## config.mk

```make
export PLATFORM = sky130hd
export DESIGN_NAME = tmrm_div
export DESIGN_NICKNAME = d
export VERILOG_FILES = /design/src/hw/rtl/tmrm_pkg.sv /design/src/hw/rtl/tmrm_div.sv
export SDC_FILE = /design/constraint.sdc
export NUM_CORES = 1
export LEC_CHECK = 0
export BUFFER_PORTS_ARGS = -buffer_cell sky130_fd_sc_hd__buf_4
export CAP_MARGIN = 10
export CELL_PAD_IN_SITES_DETAIL_PLACEMENT = 2
export CELL_PAD_IN_SITES_GLOBAL_PLACEMENT = 2
export CORE_AREA = 2 2 156 158
export DETAILED_ROUTE_END_ITERATION = 10
export DIE_AREA = 0 0 158 160
export HOLD_SLACK_MARGIN = 0.08
export MAX_ROUTING_LAYER = met4
export PLACE_DENSITY_LB_ADDON = 0.12
export REMOVE_ABC_BUFFERS = 1
export SLEW_MARGIN = 20
export SYNTH_ARGS = -nofsm -noshare
export SYNTH_HDL_FRONTEND = slang
export SYNTH_SLANG_ARGS = --single-unit
```

## constraint.sdc

```tcl
create_clock -name clock -period 7.5 [get_ports clock]
set_input_delay 1.875 -clock clock [delete_from_list [all_inputs] [get_ports clock]]
set_output_delay 1.875 -clock clock [all_outputs]
set_load 0.02 [all_outputs]
```

## src/hw/rtl/tmrm_pkg.sv

```systemverilog
// Package for the tile map column ray marcher.
// Holds map geometry, register indexes, outcome codes and shared types.
package tmrm_pkg;

   localparam int MAP_ROWS = 10;
   localparam int MAP_COLS = 10;
   localparam int MAP_BITS = 100;
   localparam int CELL_W   = 7;

   localparam logic [2:0] REG_MAP_LOW   = 3'd0;
   localparam logic [2:0] REG_MAP_HIGH  = 3'd1;
   localparam logic [2:0] REG_MAX_DEPTH = 3'd2;
   localparam logic [2:0] REG_TILE      = 3'd3;
   localparam logic [2:0] REG_PROJ      = 3'd4;
   localparam logic [2:0] REG_SCR_W     = 3'd5;
   localparam logic [2:0] REG_SCR_H     = 3'd6;
   localparam logic [2:0] REG_RAYS      = 3'd7;

   localparam logic [1:0] OUT_HIT   = 2'd0;
   localparam logic [1:0] OUT_LEFT  = 2'd1;
   localparam logic [1:0] OUT_DEPTH = 2'd2;

   // Command to the shared divider.
   typedef struct packed {
      logic        start;
      logic [47:0] num;
      logic [47:0] den;
   } div_cmd_type;

   // Status back from the shared divider.
   typedef struct packed {
      logic        done;
      logic [47:0] quo;
   } div_sts_type;

endpackage

```

## src/hw/rtl/tmrm_div.sv

```systemverilog
// Shared restoring divider, one quotient bit per cycle.
// Depends on tmrm_pkg for the command and status structs.
module tmrm_div import tmrm_pkg::*; (
   input  logic        clock,
   input  logic        reset,
   input  div_cmd_type cmd,
   output div_sts_type sts
);

   logic [47:0] quo_ff, quo_in;
   logic [48:0] rem_ff, rem_in;
   logic [47:0] den_ff, den_in;
   logic [5:0]  cnt_ff, cnt_in;
   logic        busy_ff, busy_in;
   logic        done_ff, done_in;
   logic [48:0] trial;

   // One shift and subtract step per cycle.
   always_comb begin
      quo_in  = quo_ff;
      rem_in  = rem_ff;
      den_in  = den_ff;
      cnt_in  = cnt_ff;
      busy_in = busy_ff;
      done_in = 1'b0;
      trial   = {rem_ff[47:0], quo_ff[47]};
      if (cmd.start) begin
         quo_in  = cmd.num;
         rem_in  = '0;
         den_in  = cmd.den;
         cnt_in  = 6'd48;
         busy_in = 1'b1;
      end else if (busy_ff) begin
         if (trial >= {1'b0, den_ff}) begin
            rem_in = trial - {1'b0, den_ff};
            quo_in = {quo_ff[46:0], 1'b1};
         end else begin
            rem_in = trial;
            quo_in = {quo_ff[46:0], 1'b0};
         end
         cnt_in = cnt_ff - 6'd1;
         if (cnt_ff == 6'd1) begin
            busy_in = 1'b0;
            done_in = 1'b1;
         end
      end
   end

   always_ff @(posedge clock) begin
      if (reset) begin
         busy_ff <= 1'b0;
         done_ff <= 1'b0;
         cnt_ff  <= '0;
      end else begin
         busy_ff <= busy_in;
         done_ff <= done_in;
         cnt_ff  <= cnt_in;
      end
      quo_ff <= quo_in;
      rem_ff <= rem_in;
      den_ff <= den_in;
   end

   assign sts.done = done_ff;
   assign sts.quo  = quo_ff;

   a_done_after_busy: assert property (@(posedge clock) disable iff (reset)
      done_ff |-> $past(busy_ff)) else $error("divider done without work");
   a_no_busy_done: assert property (@(posedge clock) disable iff (reset)
      done_ff |-> !busy_ff) else $error("divider done while busy");
   a_cnt_zero_idle: assert property (@(posedge clock) disable iff (reset)
      !busy_ff && !cmd.start |=> !busy_ff) else $error("divider woke itself");

endmodule

```

## Word level (Yosys, flattened, before mapping)

Index checks and enable logic that the tools add are counted.
Widths: inputs -> output; s select.

- Input bits: 99
- Register bits: 152

- Add/subtract/negate cells: 2
- Bitwise gates (word level): 1
- Eq/ne operators: 1
- Reductions and logical operators: 3
- Muxes and demuxes: 10
- Magnitude comparators: 1

Operator list:

| kind | number |
|---|---|
| $mux 48 | 3 |
| $ge 49x48->1 | 1 |
| $sub 48x48->48 | 1 |
| $mux 6 | 2 |
| $eq 6x1->1 const B | 1 |
| $sub 6x1->6 const B | 1 |
| $mux 1 | 5 |
| $reduce_or 3->1 | 1 |
| $reduce_bool 2->1 | 1 |
| $reduce_or 2->1 | 1 |
| $not 1->1 | 1 |

## Longest topological paths before layout

- Depth in word-level cells: 4
- Mapped depth: 14
- Gate-level depth less buffers: 12

## Least setup slack after synthesis

OpenSTA, ideal clock, no wires.

- Path type: input-to-reg
- Start: input cmd[96] (netlist name)
- End: register quo_ff[0] (enable)
- Buffers on the path: 2
- Arrival time: 3111 ps
- Path slack: 4004 ps
- Stages on the path: 3
- Path through: clkbuf_1 clkbuf_1 or2_2

- Word-level cells in the longest chain between the ends: 1

Ends and longest elaborated chain:

| what | line | source |
|---|---|---|
| from (decl) | tmrm_div.sv:6 | `input div_cmd_type cmd,` |
| $reduce_bool 2->1 (no source line) | -- |  |
| to (signal assigned) | tmrm_div.sv:59 | `quo_ff <= quo_in;` |
| to (decl) | tmrm_div.sv:10 | `logic [47:0] quo_ff, quo_in;` |

Every way passes these cells.
A chain may end at the register's enable or synchronous reset.

## Worst setup path after layout

- Start: register quo_ff[47]
- End: register rem_ff[40]

- Word-level cells in the longest chain between the ends: 2
- Elaborated cells between the ends (all ways): 3

Ends and longest elaborated chain:

| what | line | source |
|---|---|---|
| $sub 48x48->48 or $ge 49x48->1 (tied branches) | tmrm_div.sv:35, tmrm_div.sv:34 |  |
| $mux 48 * | tmrm_div.sv:34 | `if (trial >= {1'b0, den_ff}) begin` |
| to (signal assigned) | tmrm_div.sv:60 | `rem_ff <= rem_in;` |
| to (decl) | tmrm_div.sv:11 | `logic [48:0] rem_ff, rem_in;` |

Every way passes the cells marked *; elsewhere a longest branch is shown, timed or not.

==> results by stage <==
Yosys:
- The post-synthesis async set-or-reset flop share is 0.
- The post-synthesis sequential element count is 152.
- In the synthesized netlist, the number of instances is 925.
- Of the post-synthesis cell area, the dominant cell type holds 0.318.
- The prevailing post-synth register cell is sky130_fd_sc_hd__edfxtp_1.
- Summing every instance area after synthesis gives 0.00907 mm².
- Yosys mapped the design onto 76 distinct sky130hd cell types.
- The number of warnings issued by yosys is 0.
- Of the synthesized area, sequential elements account for 0.441.
- Ranked by total cell area, the synthesized netlist is headed by sky130_fd_sc_hd__edfxtp_1 (32%), sky130_fd_sc_hd__dfxtp_1 (12%), sky130_fd_sc_hd__ha_1 (6.9%).
- Averaged over all synthesized cells, the footprint is 9.81 µm².
- The number of enable-type register cells in the synthesized netlist is 96.
- Of all cell types, the one taking the most synthesized area is sky130_fd_sc_hd__edfxtp_1.

Cells and area:
- Counting the fill cells in the layout gives 2580.
- Registers take 0.00401 mm².
- Compared with the post-synthesis result, the final layout area differs by 20.6%.
- The footprint of the multi-input gates is 0.00457 mm².
- After the last flow step, the layout net total stands at 1191.
- The number of antenna diodes in the final layout is 0.
- The final core area utilization is 0.459.
- Excluding fillers, the count of instances in the completed layout stands at 1378.
- The fraction of final layout cells sized beyond drive strength 1 is 0.244.
- With fillers left out, the area of the finished cells amounts to 0.0109 mm².

CTS:
- The number of cells upsized or downsized after cts is 0.
- The CTS buffer count is 17.
- The H-tree was split into 4 levels.
- The clock latency of the later-clocked register in the worst-skew pair is 0.44 ns.
- CTS placed an instance of sky130_fd_sc_hd__clkbuf_16 at the clock tree root.
- Post-CTS timing repair inserted 0 buffers for setup.
- The clock sink total is 152.
- After clock tree synthesis, the flow added hold-fix buffers numbering 0.
- The clock passes through at most 2 buffers.
- The clock transition at the registers of the reported paths is 0.07 ns.
- TritonCTS built the clock tree.

Place:
- After detailed placement, the total cell area comes to 0.0104 mm².
- The number of port buffers is 147.
- The post-detailed-placement half-perimeter wirelength is 19400 µm.
- The final weighted congestion of routability-driven global placement is 0.785.
- The post-placement cell count is 1346.

STA:
- Setup repair after global routing left no endpoint under its margin.
- The setup total negative slack is 0 ns.
- The relative slew slack is 0.292.
- The transition time at the pin with the least slew margin is 1.06 ns.
- The final hold slack is 0.501 ns.
- The clock arrives with 0.0168 ns of skew.
- Of the available clock period, the critical path in the final layout requires 0.480.
- The setup violation total in the final timing report is 0.
- The total count of hold-check failures in the final report came to 0.
- The number of slew-limit violations in the final report came to 0.
- After layout, the minimum clock period comes to 3.60 ns.
- Timing would allow up to 278 MHz.

Worst setup path:
- The maximum net fanout on the critical path is 4.
- The worst setup path is captured at a flip-flop.
- Data on the critical path is required at its endpoint by 7.84 ns.
- The arrival time at the worst endpoint is 3.94 ns.
- The critical path launch point type is a flip-flop.
- By startpoint and endpoint, the worst setup path is classified as reg -> reg.

Floorplanning:
- The die width is 158 µm.
- The area inside the core boundary is 0.0238 mm².
- Measured along the y axis, the die boundary spans 160 µm.
- The number of placement rows is 57.
- The top-level I/O count is 148.
- The initial utilization of the core area, before any placement, comes to 0.381.
- The full die area is 0.0253 mm².

Routing:
- The detail-routed via count per cell is 5.42.
- The length of the first detailed-routing pass in iterations is 4.
- The post-detailed-route wirelength per cell is 19.7 µm.
- For this block, the routed nets add up to 27100 µm of wire.
- The detailed router placed 7465 vias in this run.
- In this run, the number of DRC markers left after iteration 0 of detailed routing was 252.
- The DRC violations left is 0.
- Once detail routing completed, the nets flagged for antenna violations numbered 0.

GRT:
- Summed over all layers, the global routing overflow is 0.
- Entering global routing, the biggest net connects 98 pins.
- The first-pass GRT wire length is 44100 µm.
- The met1 routing resource usage after global routing is 0.280.
- Across every metal layer, demand over resource in global routing totals 0.229.
- The number of global-route vias before repair is 8292.
- The met3 demand-to-capacity share in global routing is 0.0600.
- The number of antenna violations at the first check in global routing is 0.
- The routing usage on met2 is 0.382.
- In this run the most used layer during global routing was met2.

Status:
- The run finished with clean final reports.

Power:
- The leakage power of the design is 0.00465 µW.
- For this design the ratio of total power to cell area is 235 mW/mm².
- The worst-case IR drop observed on VDD is 0.000101 V.

Run:
- Across the run, the number of max-cap violations was 0.

Hold path:
- The path class of the tightest hold or removal check is reg -> reg.
==> power breakdown <==
| group | internal, µW | total [µW] | switching (µW) | leakage (µW) |
|---|---|---|---|---|
| Combinational | 268 | 656 | 388 | 0.00295 |
| Clock | 476 | 894 | 418 | 0.000290 |
| Sequential | 975 | 1020 | 47.3 | 0.00141 |
==> layout make-up <==
class,instances,share of cell area
clock buffers,18,0.0392
clock inverters,14,0.0145
inverters,66,0.0226
multi-input cells,654,0.417
flip-flops and latches,152,0.366
well taps,324,0.0370
repair buffers,150,0.103
==> final timing paths <==
path | startpoint | to | slack (ns) | depth (start not counted)
min | rem_ff[14] | rem_ff[15] | 0.50 | 2
max reg2reg | quo_ff[47] | rem_ff[40] | 3.90 | 12
min reg2reg | rem_ff[14] | rem_ff[15] | 0.50 | 2
max | quo_ff[47] | rem_ff[40] | 3.90 | 12
==> cell families after synthesis <==
kind of cell,synth area share
fa+ha+maj,0.0712
flops,0.441
compound gates,0.191
xor+xnor,0.0386
simple gates,0.140
buf+inv,0.0552
mux,0.0629
==> placed cells by master (no fill, tap or decap), drive strengths merged, types with 10 or more instances in the layout <==
| cell | Yosys | final |
|---|---|---|
| a21o | 27 | 27 |
| a21oi | 69 | 69 |
| xnor2 | 26 | 26 |
| edfxtp | 96 | 96 |
| inv | 66 | 75 |
| dfxtp | 56 | 56 |
| nor3 | 14 | 14 |
| o21ai | 27 | 27 |
| nand4 | 13 | 13 |
| a311oi | 37 | 37 |
| clkbuf | 34 | 18 |
| xor2 | 14 | 14 |
| nand3 | 19 | 19 |
| mux2 | 48 | 48 |
| a211oi | 10 | 10 |
| o21bai | 13 | 13 |
| ha | 50 | 50 |
| buf | 19 | 150 |
| nor2 | 69 | 69 |
| nand2 | 109 | 109 |
==> registers in the layout, indices dropped and copies added (netlist names) <==
name	flops
cnt_ff	6
rem_ff	48
done_ff	1
den_ff	48
quo_ff	48
busy_ff	1
==> metrics by stage <==
stage | worst slack [ns] | total power (µW)
finish | 3.90 | 2570
global route | 3.53 | 2710
CTS | 3.84 | 2610
detailed placement | 3.66 | 1700
global placement | 3.68 | 1680
floorplan | 4.13 | 1460
==> worst max-delay path, cell delays in order, from the launching register on <==
cell                       delay (ns)
sky130_fd_sc_hd__edfxtp_1        0.42
sky130_fd_sc_hd__inv_1           0.07
sky130_fd_sc_hd__ha_1            0.23
sky130_fd_sc_hd__fa_1            0.39
sky130_fd_sc_hd__nand2b_1        0.20
sky130_fd_sc_hd__a21oi_1         0.20
sky130_fd_sc_hd__o21ai_0         0.30
sky130_fd_sc_hd__a21oi_2         0.35
sky130_fd_sc_hd__o211ai_1        0.18
sky130_fd_sc_hd__a21oi_1         0.43
sky130_fd_sc_hd__a21oi_1         0.16
sky130_fd_sc_hd__or3_1           0.33
sky130_fd_sc_hd__a311oi_1        0.24
==> layer usage <==
| layer | routed length, µm | up-vias |
|---|---|---|
| li1 | - | 3611 |
| met2 | 13400 | 149 |
| met4 | 236 | 0 |
| met1 | 12100 | 3684 |
| met5 | 0 | - |
| met3 | 1360 | 21 |
==> synthesized netlist by cell type (6+ instances only) <==
cell                       count
sky130_fd_sc_hd__a21oi_1      65
sky130_fd_sc_hd__o211ai_1      6
sky130_fd_sc_hd__o21bai_1     13
sky130_fd_sc_hd__nand4_1      13
sky130_fd_sc_hd__nand2_1     108
sky130_fd_sc_hd__xnor2_1      26
sky130_fd_sc_hd__nand2b_1      8
sky130_fd_sc_hd__ha_1         50
sky130_fd_sc_hd__clkbuf_1     34
sky130_fd_sc_hd__nor4_1        6
sky130_fd_sc_hd__a21o_1       25
sky130_fd_sc_hd__dfxtp_1      56
sky130_fd_sc_hd__a311oi_1     37
sky130_fd_sc_hd__o21ai_1       6
sky130_fd_sc_hd__nor2b_1       8
sky130_fd_sc_hd__a31oi_1       9
sky130_fd_sc_hd__nand3_1      19
sky130_fd_sc_hd__a211oi_1      8
sky130_fd_sc_hd__xor2_1       14
sky130_fd_sc_hd__nor3_1       14
sky130_fd_sc_hd__and3_1        6
sky130_fd_sc_hd__mux2_2       48
sky130_fd_sc_hd__inv_1        66
sky130_fd_sc_hd__buf_2        10
sky130_fd_sc_hd__edfxtp_1     96
sky130_fd_sc_hd__nor2_1       68
sky130_fd_sc_hd__o21ai_0      21
No activity file was read; power rests on OpenSTA's default activity.
